$ cat src/hw/rtl/tpqd_pkg.sv
`timescale 1ns / 1ps
`default_nettype none
// Shared types and constants for the two-axis PID quadrant drive.
// No dependencies; every other file but tpqd_in_if takes names from here by scope.

package tpqd_pkg;

  localparam int CENTER_BITS = 12;
  localparam int GAIN_BITS   = 16;
  localparam int DRIVE_BITS  = 10;
  localparam int WORD_BITS   = 11;
  localparam int CFG_BITS    = 16;
  localparam int INDEX_BITS  = 3;
  localparam int FRAC_BITS   = 8;

  localparam logic [DRIVE_BITS-1:0]  DRIVE_MAX      = 10'd1023;
  localparam logic [CENTER_BITS-1:0] CENTER_X_RESET = 12'd320;
  localparam logic [CENTER_BITS-1:0] CENTER_Y_RESET = 12'd240;
  localparam logic [GAIN_BITS-1:0]   GAIN_P_RESET   = 16'd256;
  localparam logic [GAIN_BITS-1:0]   GAIN_I_RESET   = 16'd0;
  localparam logic [GAIN_BITS-1:0]   GAIN_D_RESET   = 16'd0;

  typedef enum logic [INDEX_BITS-1:0] {
    REG_CENTER_X = 3'd0,
    REG_CENTER_Y = 3'd1,
    REG_GAIN_P   = 3'd2,
    REG_GAIN_I   = 3'd3,
    REG_GAIN_D   = 3'd4
  } reg_index_t;

  typedef enum logic [2:0] {
    Q_NONE  = 3'd0,
    Q_ONE   = 3'd1,
    Q_TWO   = 3'd2,
    Q_THREE = 3'd3,
    Q_FOUR  = 3'd4
  } quad_t;

  typedef struct packed {
    logic signed [GAIN_BITS-1:0] p;
    logic signed [GAIN_BITS-1:0] i;
    logic signed [GAIN_BITS-1:0] d;
  } gains_t;

  typedef struct packed {
    logic acc;
    logic e1;
    logic e2;
    logic e3;
  } pipe_ctrl_t;

endpackage

`default_nettype wire

$ cat src/hw/rtl/tpqd_lane.sv
`timescale 1ns / 1ps
`default_nettype none
// One axis of the controller: error, saturating sum, three gain products, clamp.
// Three register stages; uses tpqd_pkg types and constants.

module tpqd_lane #(
  parameter int COORD_BITS   = 12,
  parameter int SUM_BITS     = 32,
  parameter int CENTER_RESET = 0
) (
  input  wire logic                               clk,
  input  wire logic                               rst,
  input  wire tpqd_pkg::pipe_ctrl_t               ctrl,
  input  wire logic [COORD_BITS-1:0]              target,
  input  wire logic [tpqd_pkg::CENTER_BITS-1:0]   center,
  input  wire tpqd_pkg::gains_t                   gains,
  output logic      [tpqd_pkg::DRIVE_BITS-1:0]    drive
);

  localparam int XW     = (COORD_BITS > tpqd_pkg::CENTER_BITS) ? COORD_BITS
                                                               : tpqd_pkg::CENTER_BITS;
  localparam int ERR_W  = XW + 1;
  localparam int LAST_W = XW + 2;
  localparam int DIFF_W = XW + 3;
  localparam int GW     = tpqd_pkg::GAIN_BITS;
  localparam int PP_W   = GW + ERR_W;
  localparam int IP_W   = GW + SUM_BITS;
  localparam int DP_W   = GW + DIFF_W;
  localparam int TOT_W  = IP_W + 2;
  localparam int DW     = tpqd_pkg::DRIVE_BITS;

  localparam logic signed [SUM_BITS-1:0] SUM_HI = {1'b0, {(SUM_BITS-1){1'b1}}};
  localparam logic signed [SUM_BITS-1:0] SUM_LO = {1'b1, {(SUM_BITS-1){1'b0}}};

  logic signed [SUM_BITS-1:0] error_sum;
  logic signed [LAST_W-1:0]   last_error;

  logic signed [ERR_W-1:0]    err;
  logic signed [SUM_BITS:0]   sum_wide;
  logic signed [SUM_BITS-1:0] sum_sat;
  logic signed [ERR_W-1:0]    mag_next;
  logic signed [DIFF_W-1:0]   diff_next;

  logic signed [ERR_W-1:0]    mag;
  logic signed [SUM_BITS-1:0] sum_s1;
  logic signed [DIFF_W-1:0]   diff;

  logic signed [PP_W-1:0]     p_prod;
  logic signed [IP_W-1:0]     i_prod;
  logic signed [DP_W-1:0]     d_prod;

  logic signed [TOT_W-1:0]    total;
  logic signed [TOT_W-1:0]    scaled;
  logic        [DW-1:0]       drive_next;

  always_comb begin
    err       = $signed({1'b0, XW'(target)}) - $signed({1'b0, XW'(center)});
    sum_wide  = (SUM_BITS+1)'(error_sum) + (SUM_BITS+1)'(err);
    if (sum_wide[SUM_BITS] != sum_wide[SUM_BITS-1]) begin
      sum_sat = sum_wide[SUM_BITS] ? SUM_LO : SUM_HI;
    end else begin
      sum_sat = sum_wide[SUM_BITS-1:0];
    end
    mag_next  = err[ERR_W-1] ? -err : err;
    diff_next = DIFF_W'(last_error) - DIFF_W'(err);
  end

  always_ff @(posedge clk) begin
    if (rst) begin
      error_sum  <= '0;
      last_error <= LAST_W'(CENTER_RESET);
    end else if (ctrl.acc) begin
      error_sum  <= sum_sat;
      last_error <= LAST_W'(err);
    end
  end

  always_ff @(posedge clk) begin
    if (ctrl.e1) begin
      mag    <= mag_next;
      sum_s1 <= sum_sat;
      diff   <= diff_next;
    end
  end

  always_ff @(posedge clk) begin
    if (ctrl.e2) begin
      p_prod <= PP_W'(gains.p) * PP_W'(mag);
      i_prod <= IP_W'(gains.i) * IP_W'(sum_s1);
      d_prod <= DP_W'(gains.d) * DP_W'(diff);
    end
  end

  always_comb begin
    total  = TOT_W'(p_prod) + TOT_W'(i_prod) + TOT_W'(d_prod);
    scaled = total >>> tpqd_pkg::FRAC_BITS;
    if (total[TOT_W-1] || total == '0) begin
      drive_next = '0;
    end else if (scaled[TOT_W-1:DW] != '0) begin
      drive_next = tpqd_pkg::DRIVE_MAX;
    end else begin
      drive_next = scaled[DW-1:0];
    end
  end

  always_ff @(posedge clk) begin
    if (ctrl.e3) begin
      drive <= drive_next;
    end
  end

endmodule

`default_nettype wire

$ cat config.mk
export PLATFORM = sky130hd
export DESIGN_NAME = tpqd_lane
export DESIGN_NICKNAME = d
export VERILOG_FILES = /design/src/hw/rtl/tpqd_pkg.sv /design/src/hw/rtl/tpqd_lane.sv
export SDC_FILE = /design/constraint.sdc
export NUM_CORES = 2
export LEC_CHECK = 0
export ABC_CLOCK_PERIOD_IN_PS = 9900
export BUFFER_PORTS_ARGS = -buffer_cell sky130_fd_sc_hd__buf_2
export CORE_ASPECT_RATIO = 0.9
export CORE_UTILIZATION = 35
export CTS_CLUSTER_DIAMETER = 200
export DETAILED_ROUTE_END_ITERATION = 8
export GPL_ROUTABILITY_DRIVEN = 0
export REMOVE_ABC_BUFFERS = 1
export SLEW_MARGIN = 15
export SYNTH_ARGS = -nofsm -noshare
export SYNTH_HDL_FRONTEND = slang
export SYNTH_SLANG_ARGS = --single-unit
$ cat constraint.sdc
create_clock -name clk -period 9.9 [get_ports clk]
set_input_delay 1.98 -clock clk [delete_from_list [all_inputs] [get_ports clk]]
set_output_delay 1.98 -clock clk [all_outputs]
set_load 0.03 [all_outputs]
== After elaboration in Yosys (flattened, before gate mapping) ==
Index checks and enable logic that the tools add are counted.
Word-level totals
  word-level logic and storage cells: 27
  bits in registers: 222
  input bits: 78
Cells by class
  eq/ne operators: 1
  reduce and logical (&&, ||, !) cells: 3
  multiplexer cells: 4
  $add $sub $neg: 6
  $mul: 3
Operators by type and width (number)
  $mux W32: 2
  $add A49 B31 Y50: 1
  $logic_not A50 Y1: 1
  $add A29 B48 Y49: 1
  $mul A16 B32 Y48: 1
  $reduce_bool A40 Y1: 1
  $add A32 B13 Y33: 1
  $mul A16 B14 Y30: 1
  $mul A16 B13 Y29: 1
  $sub A13 B13 Y14: 1
  $neg A13 Y13: 1
  $sub A12 B12 Y13: 1
  $mux W12: 1
  $mux W10: 1
  $logic_or A1 B1 Y1: 1
  $ne A1 B1 Y1: 1

== Logic depth before layout (Yosys ltp) ==
  depth after elaboration: 4
  gate-level depth with buffers: 28
  gate-level depth less buffers: 26

== Least setup slack after synthesis ==
OpenSTA, ideal clock, no wires.
  path kind: input-to-reg
  start point: input gains[23] (netlist name)
  end point: register i_prod[43], data pin
  arrival: 8.146 ns
  library setup time: 0.180 ns
  cell stages on the path: 25
  path buffers: 1
  slack: 1.574 ns
  data required time: 9.720 ns
  cells stage by stage: clkbuf_1 -> nand2_1 -> fa_1 -> inv_1 -> fa_1 -> inv_1 -> fa_1 -> inv_1 -> fa_1 -> fa_1 -> inv_1 -> fa_1 -> inv_1 -> ha_1 -> o21a_1 -> o211ai_1 -> a21bo_2 -> a211oi_1 -> nor2_1 -> o311a_1 -> o31a_1 -> o22ai_1 -> nand2_1 -> a21bo_2 -> a221oi_1
On the way
  word-level cells in the longest chain between the ends: 1
Ends and longest elaborated chain
  start, declared: RTL line tpqd_lane.sv:16  | input wire tpqd_pkg::gains_t gains,
  $mul A16 B32 Y48: RTL line tpqd_lane.sv:89  | i_prod <= IP_W'(gains.i) * IP_W'(sum_s1);
  end signal, assigned: RTL line tpqd_lane.sv:89
  end, declared: RTL line tpqd_lane.sv:49  | logic signed [IP_W-1:0] i_prod;
Every way passes these cells.
A chain may end at the register's enable or synchronous reset.

== Worst setup path after layout ==
  start point: input gains[17] (netlist name)
  end point: register i_prod[43], data pin
The elaborated chain is that of the path after synthesis.

==> results.txt <==
status - complete, no violations
CTS Root Cell - clkbuf_16
max-slew violation count - 0
top cell type's share of synthesized area - 40.5%
Startpoint Class - primary input
Inserted Clock Buffers - 25
WHS Path Cells - 2
routed wire length - 124 mm
Finish-stage setup viols - 0
Final #Nets - 6,384
Post-synth top flop - edfxtp_1
Post-Syn Instances - 5,012
CTS resizes - 0
clock buffer depth - 3
largest net degree at the start of global routing - 60
H-tree depth - 1
slowest CP cell - buf_2
Crit path required time - 10,280 ps
clock skew - 21.2 ps
worst path cell trace - buf_2 > nand2_1 > fa_1 > fa_1 > fa_1 > inv_1 > fa_1 > fa_1 > inv_1 > fa_1 > inv_1 > ha_1 > o21a_1 > o211ai_1 > a21bo_2 > a211oi_1 > nor2_1 > o311a_1 > o31a_1 > o22ai_1 > buf_4 > nand2_1 > a21bo_2 > a221oi_1
gr usage total - 18.9%
Post-synth top cells - 1,048 x inv_1, 952 x fa_1, 646 x nand2_1, 364 x ha_1, 360 x and2_1
area of the multi-input gates - 36,300 µm²
area leader, netlist - fa_1
Initial Util - 35.3%
Skew-Pair Late Insertion Delay - 560 ps
Ports - 88
FF-to-FF setup slack - 2120 ps
DIE HEIGHT - 350 µm
post-route minimum period - 8650 ps
Synth cell types - 88
synthesized area - 47,100 µm²
vias per inst - 4.98
Yosys reg bits - 221
RSZ-0062 raised after global routing - no
worst hold start - error_sum[16]$_SDFFE_PP0P_
TritonCTS clock tree - done
core footprint - 133,000 µm²
final hold violations - 0
first-pass GRT wire length - 203 mm
asr flop ratio synth - 0%
R2R depth - 25
Worst EP arrival - 9030 ps
drt initial violations - 2,276
top-count cell post-synth - inv_1
width of the chip - 389 µm
Post-DRT Antenna Nets - 0
Syn Area/Cell - 9.39 µm²
HP Class - reg -> reg
area delta synth->final - 6.64%
drc violations - 0
synthesis warning total - 0
Crit Path Max Fanout - 32
cell mode on critical path - fa_1
Slew headroom - 27.0%
setup bufs post-CTS - 0
actual slew at the worst max-slew pin - 1100 ps
Seq/Total Area, Yosys - 13.1%
Place WS - 731 ps
Cell Rows - 127
hold worst-path end - error_sum[16]$_SDFFE_PP0P_
EDFF count, synth - 176
initial antenna violation count - 7
FILL cells - 13.3k
Max Fclk - 0.116 GHz
Max-cap violations - 0
period utilization - 87.4%
IO Port Bufs - 87
r2r endpoint - i_prod[43]$_DFFE_PP_
Final Cell Area - 50,200 µm²
Detailed Routing Iterations Pass 1 - 5
TNS Setup - 0 ps
DP HPWL - 98.5 mm
Post-DP Area - 49,300 µm²
vias in the first global route - 36.6k
CP max stage delay - 610 ps
Via Count - 33.6k
reg2reg start - sum_s1[7]$_DFFE_PP_
synth top area cells - fa_1 40%, edfxtp_1 11%, ha_1 9.7%
critical path class - in -> reg
grt ovf - 0
CTS sink cnt - 221
die area - 136,000 µm²
Critical Path Sink Type - flop
Routed wire per std cell - 18.3 µm
Final WS setup - 1250 ps
hold_buf cts - 0
layout cells sized above 1 - 3.89%
Reg area - 6190 µm²
Reg clk slew, reported paths - 60 ps
[per-stage QoR]
stage	util [%]	hold slack [ps]	std cells
finish	37.7	455	6750
global route	37.7	471	6749
global placement	37.0	439	6704
CTS	37.7	457	6749
floorplan	-	431	4833
detailed placement	37.0	446	6704
[kinds of logic after synthesis]
| family | share of synthesized area, % |
|---|---|
| simple gates | 14.5 |
| mux | 0.524 |
| flops | 13.1 |
| fa+ha+maj | 50.4 |
| buf+inv | 9.85 |
| compound gates | 8.00 |
| xor+xnor | 3.54 |
[worst max-delay path, delay by kind of cell]
family,cells,cell delay [ps]
compound gates,9,2240
fa+ha+maj,7,3430
simple gates,3,410
buf+inv,5,940
[sequential cells by signal (all words and copies together), names as in the netlist]
signal / cells
drive: 10
sum_s1: 32
diff: 14
mag: 13
error_sum: 32
last_error: 13
i_prod: 48
d_prod: 30
p_prod: 29
[final cells by class]
type	instances	share of cell area, %
Timing Repair Buffer	130	1.52
Sequential cell	221	12.3
Inverter	1051	7.86
Antenna cell	1	0.00499
Multi-Input combinational cell	3561	72.2
Clock buffer	28	1.27
Tap cell	1741	4.34
Clock inverter	17	0.446
[worst max-delay path by stage]
| stage | slack (ps) | endpoint | depth (start not counted) | from |
|---|---|---|---|---|
| 5_1_grt | 920 | i_prod[42]$_DFFE_PP_ | 21 | gains[17] |
| 2_1_floorplan | 1430 | error_sum[3]$_SDFFE_PP0P_ | 25 | target[0] |
| 4_1_cts | 1320 | i_prod[43]$_DFFE_PP_ | 24 | gains[17] |
| 3_5_place_dp | 730 | i_prod[42]$_DFFE_PP_ | 21 | gains[17] |
| 3_3_place_gp | 710 | i_prod[42]$_DFFE_PP_ | 21 | gains[17] |
| 6_report | 1250 | i_prod[43]$_DFFE_PP_ | 24 | gains[17] |
[cells in the final DEF, fill, tap and decap left out, types with 45 or more instances in the layout]
master | netlist | routed
buf_2 | 8 | 86
edfxtp_1 | 176 | 176
ha_1 | 364 | 364
a21o_1 | 70 | 70
inv_1 | 1048 | 1048
dfxtp_1 | 45 | 45
a21oi_1 | 163 | 163
fa_1 | 952 | 952
xnor2_1 | 146 | 146
and2_1 | 360 | 360
nand2_1 | 646 | 646
nand2b_1 | 47 | 47
o21ai_0 | 93 | 92
nor2_1 | 220 | 220
[metal layers]
layer	global-route usage (%)	routed length, µm
met1	26.1	55400
met3	2.29	6770
met5	0	24
met4	3.16	2050
met2	32.1	59300
Power is left out: the tool's default activity adds up to more than one toggle a clock period on the data nets, which glitch-free logic cannot reach.
