## src/hw/rtl/tpqd_pkg.sv

```systemverilog
`timescale 1ns / 1ps
`default_nettype none
// Shared types and constants for the two-axis PID quadrant drive.
// No dependencies; every other file but tpqd_in_if takes names from here by scope.

package tpqd_pkg;

  localparam int CENTER_BITS = 12;
  localparam int GAIN_BITS   = 16;
  localparam int DRIVE_BITS  = 10;
  localparam int WORD_BITS   = 11;
  localparam int CFG_BITS    = 16;
  localparam int INDEX_BITS  = 3;
  localparam int FRAC_BITS   = 8;

  localparam logic [DRIVE_BITS-1:0]  DRIVE_MAX      = 10'd1023;
  localparam logic [CENTER_BITS-1:0] CENTER_X_RESET = 12'd320;
  localparam logic [CENTER_BITS-1:0] CENTER_Y_RESET = 12'd240;
  localparam logic [GAIN_BITS-1:0]   GAIN_P_RESET   = 16'd256;
  localparam logic [GAIN_BITS-1:0]   GAIN_I_RESET   = 16'd0;
  localparam logic [GAIN_BITS-1:0]   GAIN_D_RESET   = 16'd0;

  typedef enum logic [INDEX_BITS-1:0] {
    REG_CENTER_X = 3'd0,
    REG_CENTER_Y = 3'd1,
    REG_GAIN_P   = 3'd2,
    REG_GAIN_I   = 3'd3,
    REG_GAIN_D   = 3'd4
  } reg_index_t;

  typedef enum logic [2:0] {
    Q_NONE  = 3'd0,
    Q_ONE   = 3'd1,
    Q_TWO   = 3'd2,
    Q_THREE = 3'd3,
    Q_FOUR  = 3'd4
  } quad_t;

  typedef struct packed {
    logic signed [GAIN_BITS-1:0] p;
    logic signed [GAIN_BITS-1:0] i;
    logic signed [GAIN_BITS-1:0] d;
  } gains_t;

  typedef struct packed {
    logic acc;
    logic e1;
    logic e2;
    logic e3;
  } pipe_ctrl_t;

endpackage

`default_nettype wire

```

## src/hw/rtl/tpqd_merge.sv

```systemverilog
`timescale 1ns / 1ps
`default_nettype none
// Combines the two axis drives into four motor words by quadrant.
// Uses tpqd_pkg for the quadrant code and widths.

module tpqd_merge (
  input  wire logic [tpqd_pkg::DRIVE_BITS-1:0] drive_x,
  input  wire logic [tpqd_pkg::DRIVE_BITS-1:0] drive_y,
  input  wire tpqd_pkg::quad_t                 quad,
  output logic      [tpqd_pkg::WORD_BITS-1:0]  word0,
  output logic      [tpqd_pkg::WORD_BITS-1:0]  word1,
  output logic      [tpqd_pkg::WORD_BITS-1:0]  word2,
  output logic      [tpqd_pkg::WORD_BITS-1:0]  word3
);

  always_comb begin
    word0 = {1'b0, drive_y};
    word1 = {1'b0, drive_y};
    word2 = {1'b0, drive_x};
    word3 = {1'b0, drive_x};
    unique case (quad)
      tpqd_pkg::Q_ONE: begin
        word1 = {1'b1, drive_y};
        word2 = {1'b1, drive_x};
      end
      tpqd_pkg::Q_TWO: begin
        word1 = {1'b1, drive_y};
        word3 = {1'b1, drive_x};
      end
      tpqd_pkg::Q_THREE: begin
        word0 = {1'b1, drive_y};
        word3 = {1'b1, drive_x};
      end
      tpqd_pkg::Q_FOUR: begin
        word0 = {1'b1, drive_y};
        word2 = {1'b1, drive_x};
      end
      default: begin
        word0 = '0;
        word1 = '0;
        word2 = '0;
        word3 = '0;
      end
    endcase
  end

endmodule

`default_nettype wire

```

## config.mk

```make
export PLATFORM = sky130hd
export DESIGN_NAME = tpqd_merge
export DESIGN_NICKNAME = d
export VERILOG_FILES = /design/src/hw/rtl/tpqd_pkg.sv /design/src/hw/rtl/tpqd_merge.sv
export SDC_FILE = /design/constraint.sdc
export NUM_CORES = 1
export LEC_CHECK = 0
export ABC_AREA = 1
export BUFFER_PORTS_ARGS = -buffer_cell sky130_fd_sc_hd__buf_2
export CAP_MARGIN = 5
export CORE_ASPECT_RATIO = 1.1
export CORE_UTILIZATION = 35
export DETAILED_ROUTE_END_ITERATION = 16
export GPL_ROUTABILITY_DRIVEN = 0
export PLACE_DENSITY_LB_ADDON = 0.25
export SYNTH_ARGS = -nofsm -noshare
export SYNTH_HDL_FRONTEND = slang
export SYNTH_SLANG_ARGS = --single-unit
```

## constraint.sdc

```tcl
create_clock -name vclk -period 0.93
set_input_delay 0.1395 -clock vclk [all_inputs]
set_output_delay 0.1395 -clock vclk [all_outputs]
set_load 0.01 [all_outputs]
```

======== Word level (Yosys, flattened, before mapping) ========
Cells that the tools add are included.
word-level totals
  word-level logic and storage cells ...... 12
  memories kept ........................... 0
  output and inout bits ................... 44
  flip-flop bits (word level) ............. 0
  latch bits .............................. 0
  RAM bits ................................ 0
  input bits .............................. 23
  memory bits (read-only) ................. 0
operators by class
  equality and inequality tests ........... 4
  $lt $le $gt $ge ......................... 0
  multiply operators ...................... 0
  bitwise gates (word level) .............. 0
  $add $sub $neg .......................... 0
  multiplexer cells ....................... 4
  reductions and logical operators ........ 4
  shift-type cells ........................ 0
  divide/modulo/power cells ............... 0
operator list
  kind                                                             count
  11-bit case mux with 2 select lines                              4
  2-bit OR reduction                                               4
  3-bit by 2-bit == test with 1-bit output, second input constant  2
  3-bit by 1-bit == test with 1-bit output, second input constant  1
  3-bit == test, second input constant                             1

======== Longest topological paths before layout ========
Gate-level depths: netlist of the first run.
  depth after elaboration ................. 3
  depth in mapped cells ................... 7
  mapped depth without buffers ............ 5

======== Least setup slack after synthesis of the first run ========
Ideal clock, no wire load.
  path type ............................... input to output
  from .................................... input quad[1]
  to ...................................... output word3[0] in the netlist's numbering
  data required time ...................... 0.791 ns
  setup slack ............................. 0.022 ns
  stages on the path ...................... 7
  arrival ................................. 0.768 ns
  cell sequence ........................... inv_2 -> nand2_2 -> nand2_2 -> buf_6 -> nand3_1 -> nand2_1 -> buf_4
between the ends
  word-level cells in the longest chain between the ends .. 3
  elaborated cells on any way between the ends .. 7
ends and longest elaborated chain
  what                                     line              source
  from (decl)                              tpqd_merge.sv:9   input wire tpqd_pkg::quad_t quad,
  3-bit == test (tied with other cells)    tpqd_merge.sv:21  unique case (quad)
  2-bit OR reduction (no source line)      --
  11-bit case mux with 2 select lines (*)  tpqd_merge.sv:21
  to (decl)                                tpqd_merge.sv:13  output logic [tpqd_pkg::WORD_BITS-1:0] word3
Mark *: on every way between the ends. The rest lies on a longest branch, timed or not.

======== Worst setup path in the final report of the first run ========
  from .................................... input quad[2]
  to ...................................... output word0[5] in the netlist's numbering
between the ends
  word-level cells in the longest chain between the ends .. 3
  elaborated cells on any way between the ends .. 7
ends and longest elaborated chain
  what                                     line              source
  3-bit == test (tied with other cells)    tpqd_merge.sv:21
  2-bit OR reduction (no source line)      --
  11-bit case mux with 2 select lines (*)  tpqd_merge.sv:21
  to (decl)                                tpqd_merge.sv:10  output logic [tpqd_pkg::WORD_BITS-1:0] word0,
Marked as above.

==> impl_results.html, run 1 <==
<table>
<tr><th>Metric</th><th>Value</th></tr>
<tr><th colspan="2">Worst setup path</th></tr>
<tr><td>Critical path startpoint category</td><td>input pin</td></tr>
<tr><td>Crit path capture type</td><td>output pin</td></tr>
<tr><td>Kind of critical path</td><td>in2out</td></tr>
<tr><td>Launch point of the critical path</td><td>quad[2]</td></tr>
<tr><td>Critical Path RT</td><td>between 700 and 800 ps</td></tr>
<tr><td>Data arrival at the endpoint of the critical path</td><td>around 880 ps</td></tr>
<tr><td>Worst setup path endpoint</td><td>word0[5]</td></tr>
<tr><td>Maximum fanout along the worst path</td><td>6</td></tr>
<tr><th colspan="2">Power</th></tr>
<tr><td>Leakage component of the power</td><td>around 0.68 nW</td></tr>
<tr><td>Power density over the cells</td><td>655 nW/µm²</td></tr>
<tr><td>Max VDD drop</td><td>0.000394 V</td></tr>
<tr><th colspan="2">STA</th></tr>
<tr><td>Count of endpoints failing setup in the final report</td><td>between 40 and 50</td></tr>
<tr><td>Crit share post-route</td><td>109%</td></tr>
<tr><td>Number of hold-slack violations in the final timing report</td><td>0</td></tr>
<tr><td>F_max</td><td>approximately 1 GHz</td></tr>
<tr><td>Final critical delay including setup and external delays</td><td>~1000 ps</td></tr>
<tr><td>Setup TNS</td><td>-1470 ps</td></tr>
<tr><td>Slew at the pin with the worst max-slew slack</td><td>between 100 and 150 ps</td></tr>
<tr><td>Worst setup slack after layout</td><td>-84.7 ps</td></tr>
<tr><td>RSZ-0062 raised after global routing</td><td>true</td></tr>
<tr><td>Pins Over Slew Limit</td><td>0</td></tr>
<tr><td>Slew headroom</td><td>roughly nine tenths</td></tr>
<tr><td>Worst hold margin</td><td>around 600 ps</td></tr>
<tr><th colspan="2">Cells and area</th></tr>
<tr><td>Net count of the finished layout</td><td>between 150 and 200</td></tr>
<tr><td>Final cell utilization of the core</td><td>between 80% and 90%</td></tr>
<tr><td>Seq. cell area</td><td>0 µm²</td></tr>
<tr><td>Filler cells</td><td>74</td></tr>
<tr><td>Flip-flop and latch count</td><td>0</td></tr>
<tr><td>Number of cells in the finished layout apart from fillers</td><td>about 170</td></tr>
<tr><td>Layout cell share with drive strength beyond 1</td><td>roughly 80%</td></tr>
<tr><td>Total inserted antenna cells</td><td>0</td></tr>
<tr><td>Clock buf count</td><td>0</td></tr>
<tr><td>Synthesis-to-finish area growth</td><td>130%</td></tr>
<tr><td>Combined area of the multi-input logic cells</td><td>about 530 µm²</td></tr>
<tr><th colspan="2">Floorplan</th></tr>
<tr><td>Die width</td><td>roughly 40 µm</td></tr>
<tr><td>Area enclosed by the die boundary</td><td>approximately 1700 µm²</td></tr>
<tr><td>Initial Util</td><td>38.8%</td></tr>
<tr><td>Vert. Die Dim</td><td>43.6 µm</td></tr>
<tr><td>Core area</td><td>~1400 µm²</td></tr>
<tr><td>Count of boundary I/O pins</td><td>67</td></tr>
<tr><td>Standard-cell row count</td><td>14</td></tr>
<tr><th colspan="2">Status</th></tr>
<tr><td>Violated checks</td><td>setup timing</td></tr>
<tr><td>Status</td><td>finished, violations left</td></tr>
<tr><th colspan="2">Clock network</th></tr>
<tr><td>Number of buffers inserted for hold repair after clock tree synthesis</td><td>0</td></tr>
<tr><th colspan="2">Drt</th></tr>
<tr><td>DRC viols</td><td>0</td></tr>
<tr><td>Wire per inst</td><td>between 10 and 15 µm</td></tr>
<tr><td>Post-route antenna net violation count</td><td>0</td></tr>
<tr><td>Via/cell ratio</td><td>5.35</td></tr>
<tr><td>Via count of the routed design</td><td>914</td></tr>
<tr><td>Number of DRC violations after detailed-routing iteration 0</td><td>22</td></tr>
<tr><td>First-pass DRT Iterations</td><td>4</td></tr>
<tr><td>Final wirelength</td><td>2300 µm</td></tr>
<tr><th colspan="2">GRT</th></tr>
<tr><td>Maximum number of pins on one net before global-route repair</td><td>13</td></tr>
<tr><td>Total global routing overflow</td><td>0</td></tr>
<tr><td>Vias in the first global route</td><td>roughly 630</td></tr>
<tr><td>All-layer global routing usage</td><td>17.5%</td></tr>
<tr><td>Initial antenna violation count</td><td>0</td></tr>
<tr><td>Wire length of the first global-routing pass</td><td>2350 µm</td></tr>
<tr><th colspan="2">Synthesis</th></tr>
<tr><td>Cell taking the most area after synthesis</td><td>buf_4</td></tr>
<tr><td>Number of standard cells after synthesis</td><td>~100</td></tr>
<tr><td>Synth Cell Area</td><td>~550 µm²</td></tr>
<tr><td>Top-area cell type share of the netlist area</td><td>30.0%</td></tr>
<tr><td>Synth Net Count</td><td>around 120</td></tr>
<tr><td>Number of warning messages in the yosys log</td><td>0</td></tr>
<tr><td>Share of synthesized area occupied by flip-flops and latches</td><td>0%</td></tr>
<tr><td>Synthesized area per cell</td><td>between 5 and 6 µm²</td></tr>
<tr><td>Leading post-synthesis cells by cell area</td><td>buf_4, nand2_1, nand3_1, nand4_1, buf_6</td></tr>
<tr><td>Number of different library cells in the post-synthesis netlist</td><td>11</td></tr>
<tr><th colspan="2">Place</th></tr>
<tr><td>Detailed placer's ending HPWL</td><td>between 1000 and 1500 µm</td></tr>
<tr><td>Dpl cells</td><td>approximately 170</td></tr>
<tr><td>IO Port Bufs</td><td>67</td></tr>
<tr><th colspan="2">Hold path</th></tr>
<tr><td>Type of the most critical hold path</td><td>in2out</td></tr>
<tr><th colspan="2">Job</th></tr>
<tr><td>Count of max-cap constraint violations</td><td>0</td></tr>
</table>
routing by layer:
layer | global-route usage, % | share of wire, %
met1 | 20.0 | 34
met4 | 2.07 | 2.0
met5 | 0 | 0
met2 | 35.1 | 58
met3 | 0 | 5.9
power breakdown:
part / internal [mW] / leakage [nW] / switching (mW)
logic: 0.416 / 0.682 / 0.413
clock network: 0 / 0 / 0
registers: 0 / 0 / 0
cell families after synthesis:
kind of cell | synth area share, %
compound gates | 2.73
buf+inv | 40.7
simple gates | 56.6
critical path: stages:
cell       delay, ps
buf_6            120
inv_8            100
clkbuf_16        150
nand4_1          130
nand2_2          130
buf_6            110
cells in the final DEF, fill, tap and decap left out:
cell type	count
clkbuf_16	1
nand3_2	17
buf_2	39
nand3_1	3
buf_4	6
nor2_4	1
inv_1	1
buf_8	2
nand2_1	16
buf_12	2
nand4_1	10
a21oi_1	1
buf_6	30
nand2_4	3
clkinv_8	1
nand2_2	15
nand2_8	3
inv_8	2
a21oi_2	2
worst min-delay path by stage:
stage                          start       end  slack (ps)  cells past startpoint
final                     drive_x[4]  word2[4]         600                      4
after global routing      drive_x[4]  word2[4]         630                      4
after CTS                 drive_x[4]  word2[4]         600                      4
after detailed placement  drive_x[7]  word3[7]         600                      4
after global placement    drive_x[4]  word2[4]         590                      4
after floorplan           drive_x[0]  word2[0]         410                      2
through the flow:
step / power [mW] / setup WS [ps] / instance area, µm²
2_1_floorplan: 0.378 / 22.2 / 551
3_3_place_gp: 0.506 / -98.0 / 769
3_5_place_dp: 0.512 / -122 / 769
4_1_cts: 0.589 / -52.0 / 925
5_1_grt: 0.886 / -130 / 1260
6_report: 0.829 / -84.7 / 1260
cell usage after synthesis (all sizes together):
master,instances
a21oi,3
inv,4
buf,27
nor2,1
nand4,10
nand2,36
nand3,20
layout make-up:
class | instances | area share, %
repair buffers | 80 | 53.2
multi-input cells | 71 | 41.8
well taps | 16 | 1.58
inverters | 4 | 3.36
timing repair:
item | in CTS | in global routing
pin swaps | 14 | 21
setup buffers | 1 | 0
gates cloned | 1 | 4
gates resized for setup | 33 | 68
endpoints found under the setup margin | 42 | 42
(Power assumes the default switching activity.)
==> run 2: changes to the inputs <==
--- a/config.mk
+++ b/config.mk
@@ -13,6 +13,7 @@
 export DETAILED_ROUTE_END_ITERATION = 16
 export GPL_ROUTABILITY_DRIVEN = 0
 export PLACE_DENSITY_LB_ADDON = 0.25
+export SETUP_SLACK_MARGIN = 0.5
 export SYNTH_ARGS = -nofsm -noshare
 export SYNTH_HDL_FRONTEND = slang
 export SYNTH_SLANG_ARGS = --single-unit
==> run 2 against run 1 <==
Compared with the run above: area after synthesis is the same; synthesized cell count did not move; the run now fails in global routing.
==> impl_results.html, run 2 <==
<table>
<tr><th>Metric</th><th>Value</th></tr>
<tr><th colspan="2">GRT</th></tr>
<tr><td>Maximum number of pins on one net before global-route repair</td><td>12</td></tr>
<tr><th colspan="2">Synthesis</th></tr>
<tr><td>Number of different library cells in the post-synthesis netlist</td><td>11 (unchanged)</td></tr>
<tr><td>Most used standard cells in the synthesized netlist</td><td>nand2_1, buf_4, nand3_1 (unchanged)</td></tr>
<tr><td>Number of warning messages in the yosys log</td><td>0 (unchanged)</td></tr>
<tr><td>Top-area cell type share of the netlist area</td><td>30.0% (unchanged)</td></tr>
<tr><td>Cell taking the most area after synthesis</td><td>buf_4 (unchanged)</td></tr>
<tr><td>Synthesized area per cell</td><td>5.45 µm² (unchanged)</td></tr>
<tr><td>Number of standard cells after synthesis</td><td>101 (unchanged)</td></tr>
<tr><td>Synth Cell Area</td><td>551 µm² (unchanged)</td></tr>
<tr><td>Leading post-synthesis cells by cell area</td><td>buf_4, nand2_1, nand3_1, nand4_1, buf_6 (unchanged)</td></tr>
<tr><td>Share of synthesized area occupied by flip-flops and latches</td><td>0% (unchanged)</td></tr>
<tr><td>Synth Net Count</td><td>124 (unchanged)</td></tr>
<tr><td>Most frequently used cell type in the post-synthesis netlist</td><td>nand2_1 (unchanged)</td></tr>
<tr><th colspan="2">Status</th></tr>
<tr><td>Status</td><td>aborted with a tool error (was finished, violations left)</td></tr>
<tr><td>Terminating stage of the flow</td><td>global routing</td></tr>
<tr><td>Error message</td><td>[ERROR DPL-0038] Utilization greater than 100%, impossible to legalize</td></tr>
<tr><th colspan="2">Floorplan</th></tr>
<tr><td>Vert. Die Dim</td><td>43.6 µm (unchanged)</td></tr>
<tr><td>Standard-cell row count</td><td>14 (unchanged)</td></tr>
<tr><td>Die width</td><td>39.8 µm (unchanged)</td></tr>
<tr><td>Count of boundary I/O pins</td><td>67 (unchanged)</td></tr>
<tr><td>Initial Util</td><td>38.8% (unchanged)</td></tr>
<tr><th colspan="2">STA</th></tr>
<tr><td>Post-GRT worst EP</td><td>word2[7]</td></tr>
<tr><td>Worst endpoint pin kind</td><td>output port</td></tr>
<tr><th colspan="2">Place</th></tr>
<tr><td>IO Port Bufs</td><td>67 (unchanged)</td></tr>
<tr><td>Dpl cells</td><td>164 (was 165)</td></tr>
<tr><td>Detailed placer's ending HPWL</td><td>1350 µm (was 1170 µm)</td></tr>
<tr><th colspan="2">Clock network</th></tr>
<tr><td>Number of buffers inserted for hold repair after clock tree synthesis</td><td>0 (unchanged)</td></tr>
</table>
## run 2: stage by stage
step	setup slack, ps	TNS [ps]	utilization, %	instance area [µm²]	hold WS (ps)
4_1_cts	-122	-4480	95.2	1350	604
3_3_place_gp	-139	-4980	66.7	946	591
2_1_floorplan	80.0	0	-	779	391
3_5_place_dp	-182	-5940	66.7	946	599
## run 2: logic make-up after synthesis
kind of cell | share of synthesized area [%]
AND/OR/NAND/NOR | 56.6
AO/OA/AOI/OAI | 2.73
buffers and inverters | 40.7
## run 2: repair_timing
action	CTS
pin swaps	19
gates cloned	3
buffers inserted	2
endpoints found under the setup margin	44
gates resized for setup	58
==> run 3: changes to the inputs <==
--- a/config.mk
+++ b/config.mk
@@ -8,12 +8,11 @@
 export ABC_AREA = 1
 export BUFFER_PORTS_ARGS = -buffer_cell sky130_fd_sc_hd__buf_2
 export CAP_MARGIN = 5
-export CORE_ASPECT_RATIO = 1.1
-export CORE_UTILIZATION = 35
+export CORE_AREA = 2 2 63 65
 export DETAILED_ROUTE_END_ITERATION = 16
+export DIE_AREA = 0 0 65 67
 export GPL_ROUTABILITY_DRIVEN = 0
-export PLACE_DENSITY_LB_ADDON = 0.25
-export SETUP_SLACK_MARGIN = 0.5
+export PLACE_DENSITY_LB_ADDON = 0.15
 export SYNTH_ARGS = -nofsm -noshare
 export SYNTH_HDL_FRONTEND = slang
 export SYNTH_SLANG_ARGS = --single-unit
==> run 3 against run 2 <==
Compared with the run above: the flow now finishes, with violations (setup timing).
==> impl_results.html, run 3 (same netlist as run 1, synthesis figures left out) <==
<table>
<tr><th>Metric</th><th>Value</th></tr>
<tr><th colspan="2">Power</th></tr>
<tr><td>Power spent charging and discharging nets</td><td>between 0.4 and 0.5 mW</td></tr>
<tr><td>Net Sw Frac</td><td>a little under half</td></tr>
<tr><td>Pint</td><td>around 0.47 mW</td></tr>
<tr><td>Combinational Power Share</td><td>100.0%</td></tr>
<tr><td>Relative contribution of sequential cells to total power</td><td>0%</td></tr>
<tr><td>Fraction of power consumed by the clock network</td><td>0%</td></tr>
<tr><td>Power density over the cells</td><td>617 nW/µm²</td></tr>
<tr><td>Power, Total</td><td>between 0.9 and 1 mW</td></tr>
<tr><td>Max VDD drop</td><td>~0.00021 V</td></tr>
<tr><td>Leakage component of the power</td><td>~0.74 nW</td></tr>
<tr><th colspan="2">Cells and area</th></tr>
<tr><td>Synthesis-to-finish area growth</td><td>168%</td></tr>
<tr><td>Flip-flop and latch count</td><td>0</td></tr>
<tr><td>Post-route standard cell area excluding fillers</td><td>between 1000 and 1500 µm²</td></tr>
<tr><td>Clock buf count</td><td>0</td></tr>
<tr><td>Layout cell share with drive strength beyond 1</td><td>between 80% and 90%</td></tr>
<tr><td>Number of cells in the finished layout apart from fillers</td><td>just over 200</td></tr>
<tr><td>Total inserted antenna cells</td><td>0</td></tr>
<tr><td>Final cell utilization of the core</td><td>between 40% and 50%</td></tr>
<tr><td>Net count of the finished layout</td><td>around 180</td></tr>
<tr><td>Commonest cells after routing, fill and taps aside</td><td>buf_2, buf_6, nand3_2</td></tr>
<tr><td>Most common library cell in the layout ignoring fill and taps</td><td>buf_2</td></tr>
<tr><td>Seq. cell area</td><td>0 µm²</td></tr>
<tr><th colspan="2">Hold path</th></tr>
<tr><td>Type of the most critical hold path</td><td>in2out</td></tr>
<tr><th colspan="2">STA</th></tr>
<tr><td>Number of hold-slack violations in the final timing report</td><td>0</td></tr>
<tr><td>F_max</td><td>~1 GHz</td></tr>
<tr><td>Worst setup slack after layout</td><td>-83.0 ps</td></tr>
<tr><td>Slew at the pin with the worst max-slew slack</td><td>between 100 and 150 ps</td></tr>
<tr><td>RSZ-0062 raised after global routing</td><td>true</td></tr>
<tr><td>Crit share post-route</td><td>109%</td></tr>
<tr><td>Pins Over Slew Limit</td><td>0</td></tr>
<tr><td>Count of endpoints failing setup in the final report</td><td>between 40 and 50</td></tr>
<tr><td>Slew headroom</td><td>between 90% and 100%</td></tr>
<tr><td>Final critical delay including setup and external delays</td><td>roughly 1000 ps</td></tr>
<tr><td>Setup TNS</td><td>-2700 ps</td></tr>
<tr><th colspan="2">GRT</th></tr>
<tr><td>Maximum number of pins on one net before global-route repair</td><td>12</td></tr>
<tr><td>Total global routing overflow</td><td>0</td></tr>
<tr><td>Wire length of the first global-routing pass</td><td>between 3000 and 4000 µm</td></tr>
<tr><td>All-layer global routing usage</td><td>roughly a tenth</td></tr>
<tr><td>Initial antenna violation count</td><td>0</td></tr>
<tr><td>Vias in the first global route</td><td>~750</td></tr>
<tr><th colspan="2">Worst setup path</th></tr>
<tr><td>Delay of the slowest cell on the worst path</td><td>~140 ps</td></tr>
<tr><td>Maximum fanout along the worst path</td><td>6</td></tr>
<tr><td>Critical path startpoint category</td><td>input pin</td></tr>
<tr><td>CP Cell Sequence</td><td>buf_12 -&gt; clkinv_8 -&gt; nand2_8 -&gt; nand2_8 -&gt; buf_12 -&gt; inv_2 -&gt; a21oi_2 -&gt; buf_2</td></tr>
<tr><td>Kind of critical path</td><td>in2out</td></tr>
<tr><td>Crit path capture type</td><td>output pin</td></tr>
<tr><td>Data arrival at the endpoint of the critical path</td><td>around 870 ps</td></tr>
<tr><td>Cell with the largest stage delay on the worst path</td><td>buf_2</td></tr>
<tr><td>Family with the most delay on the worst path</td><td>buffers and inverters</td></tr>
<tr><td>Critical Path RT</td><td>about 790 ps</td></tr>
<tr><td>Worst path bufs/invs</td><td>5</td></tr>
<tr><th colspan="2">Place</th></tr>
<tr><td>Standard cell area after detailed placement</td><td>815 µm² (was 946 µm²)</td></tr>
<tr><td>Detailed placer's ending HPWL</td><td>1590 µm (was 1350 µm)</td></tr>
<tr><td>Dpl cells</td><td>196 (was 164)</td></tr>
<tr><td>IO Port Bufs</td><td>67 (unchanged)</td></tr>
<tr><th colspan="2">Status</th></tr>
<tr><td>Status</td><td>finished, violations left (was aborted with a tool error)</td></tr>
<tr><td>Violated checks</td><td>setup timing</td></tr>
<tr><th colspan="2">Drt</th></tr>
<tr><td>Via/cell ratio</td><td>~4.3</td></tr>
<tr><td>Final wirelength</td><td>about 2500 µm</td></tr>
<tr><td>Wire per inst</td><td>between 10 and 15 µm</td></tr>
<tr><td>Post-route antenna net violation count</td><td>0</td></tr>
<tr><td>Number of DRC violations after detailed-routing iteration 0</td><td>31</td></tr>
<tr><td>DRC viols</td><td>0</td></tr>
<tr><td>First-pass DRT Iterations</td><td>4</td></tr>
<tr><td>Via count of the routed design</td><td>~890</td></tr>
<tr><th colspan="2">Floorplan</th></tr>
<tr><td>Die width</td><td>65 µm (was 39.8 µm)</td></tr>
<tr><td>Standard-cell row count</td><td>22 (was 14)</td></tr>
<tr><td>Count of boundary I/O pins</td><td>67 (unchanged)</td></tr>
<tr><td>Core area</td><td>3610 µm²</td></tr>
<tr><td>Vert. Die Dim</td><td>67 µm (was 43.6 µm)</td></tr>
<tr><td>Initial Util</td><td>15.3% (was 38.8%)</td></tr>
<tr><td>Area enclosed by the die boundary</td><td>~4400 µm²</td></tr>
<tr><th colspan="2">Job</th></tr>
<tr><td>Count of max-cap constraint violations</td><td>0</td></tr>
<tr><th colspan="2">Clock network</th></tr>
<tr><td>Number of buffers inserted for hold repair after clock tree synthesis</td><td>0 (unchanged)</td></tr>
</table>
## run 3: timing repair
item,4_1_cts,5_1_grt
gates resized for setup,32,85
gates cloned,2,3
pin swaps,3,27
endpoints found under the setup margin,43,43
buffers inserted,3,3
## run 3: power by group through the flow
| stage | clock network (mW) | logic (mW) | registers, mW |
|---|---|---|---|
| after floorplan | 0 | 0.378 | 0 |
| after global placement | 0 | 0.529 | 0 |
| after detailed placement | 0 | 0.530 | 0 |
| after CTS | 0 | 0.637 | 0 |
| after global routing | 0 | 0.973 | 0 |
| final | 0 | 0.910 | 0 |
## run 3: tightest hold or removal path: stages
cell	delay [ps]
buf_2	100
nand2_1	60
nand2_2	80
buf_6	100
## run 3: area by class of cell
class	instances	area [µm²]
inverters	4	52.6
fillers	373	2130
repair buffers	84	776
multi-input cells	71	586
well taps	48	60.1
## run 3: per-layer routing
layer  routed length (µm)  GRT usage [%]  vias to the layer above
li1                     -              -                      438
met1                  906           11.2                      401
met2                 1340           18.6                       50
met3                  222           1.86                        0
met4                    0              0                        0
met5                    0              0                        -
## run 3: worst paths after layout
| path | start | to | cells after the start |
|---|---|---|---|
| min | drive_x[0] | word3[0] | 4 |
| max | quad[1] | word0[10] | 8 |
## run 3: through the flow
step	setup slack [ps]	hold WS, ps
CTS	-82.4	600
global placement	-127	593
floorplan	22.2	412
finish	-83.0	608
detailed placement	-150	598
global route	-123	627
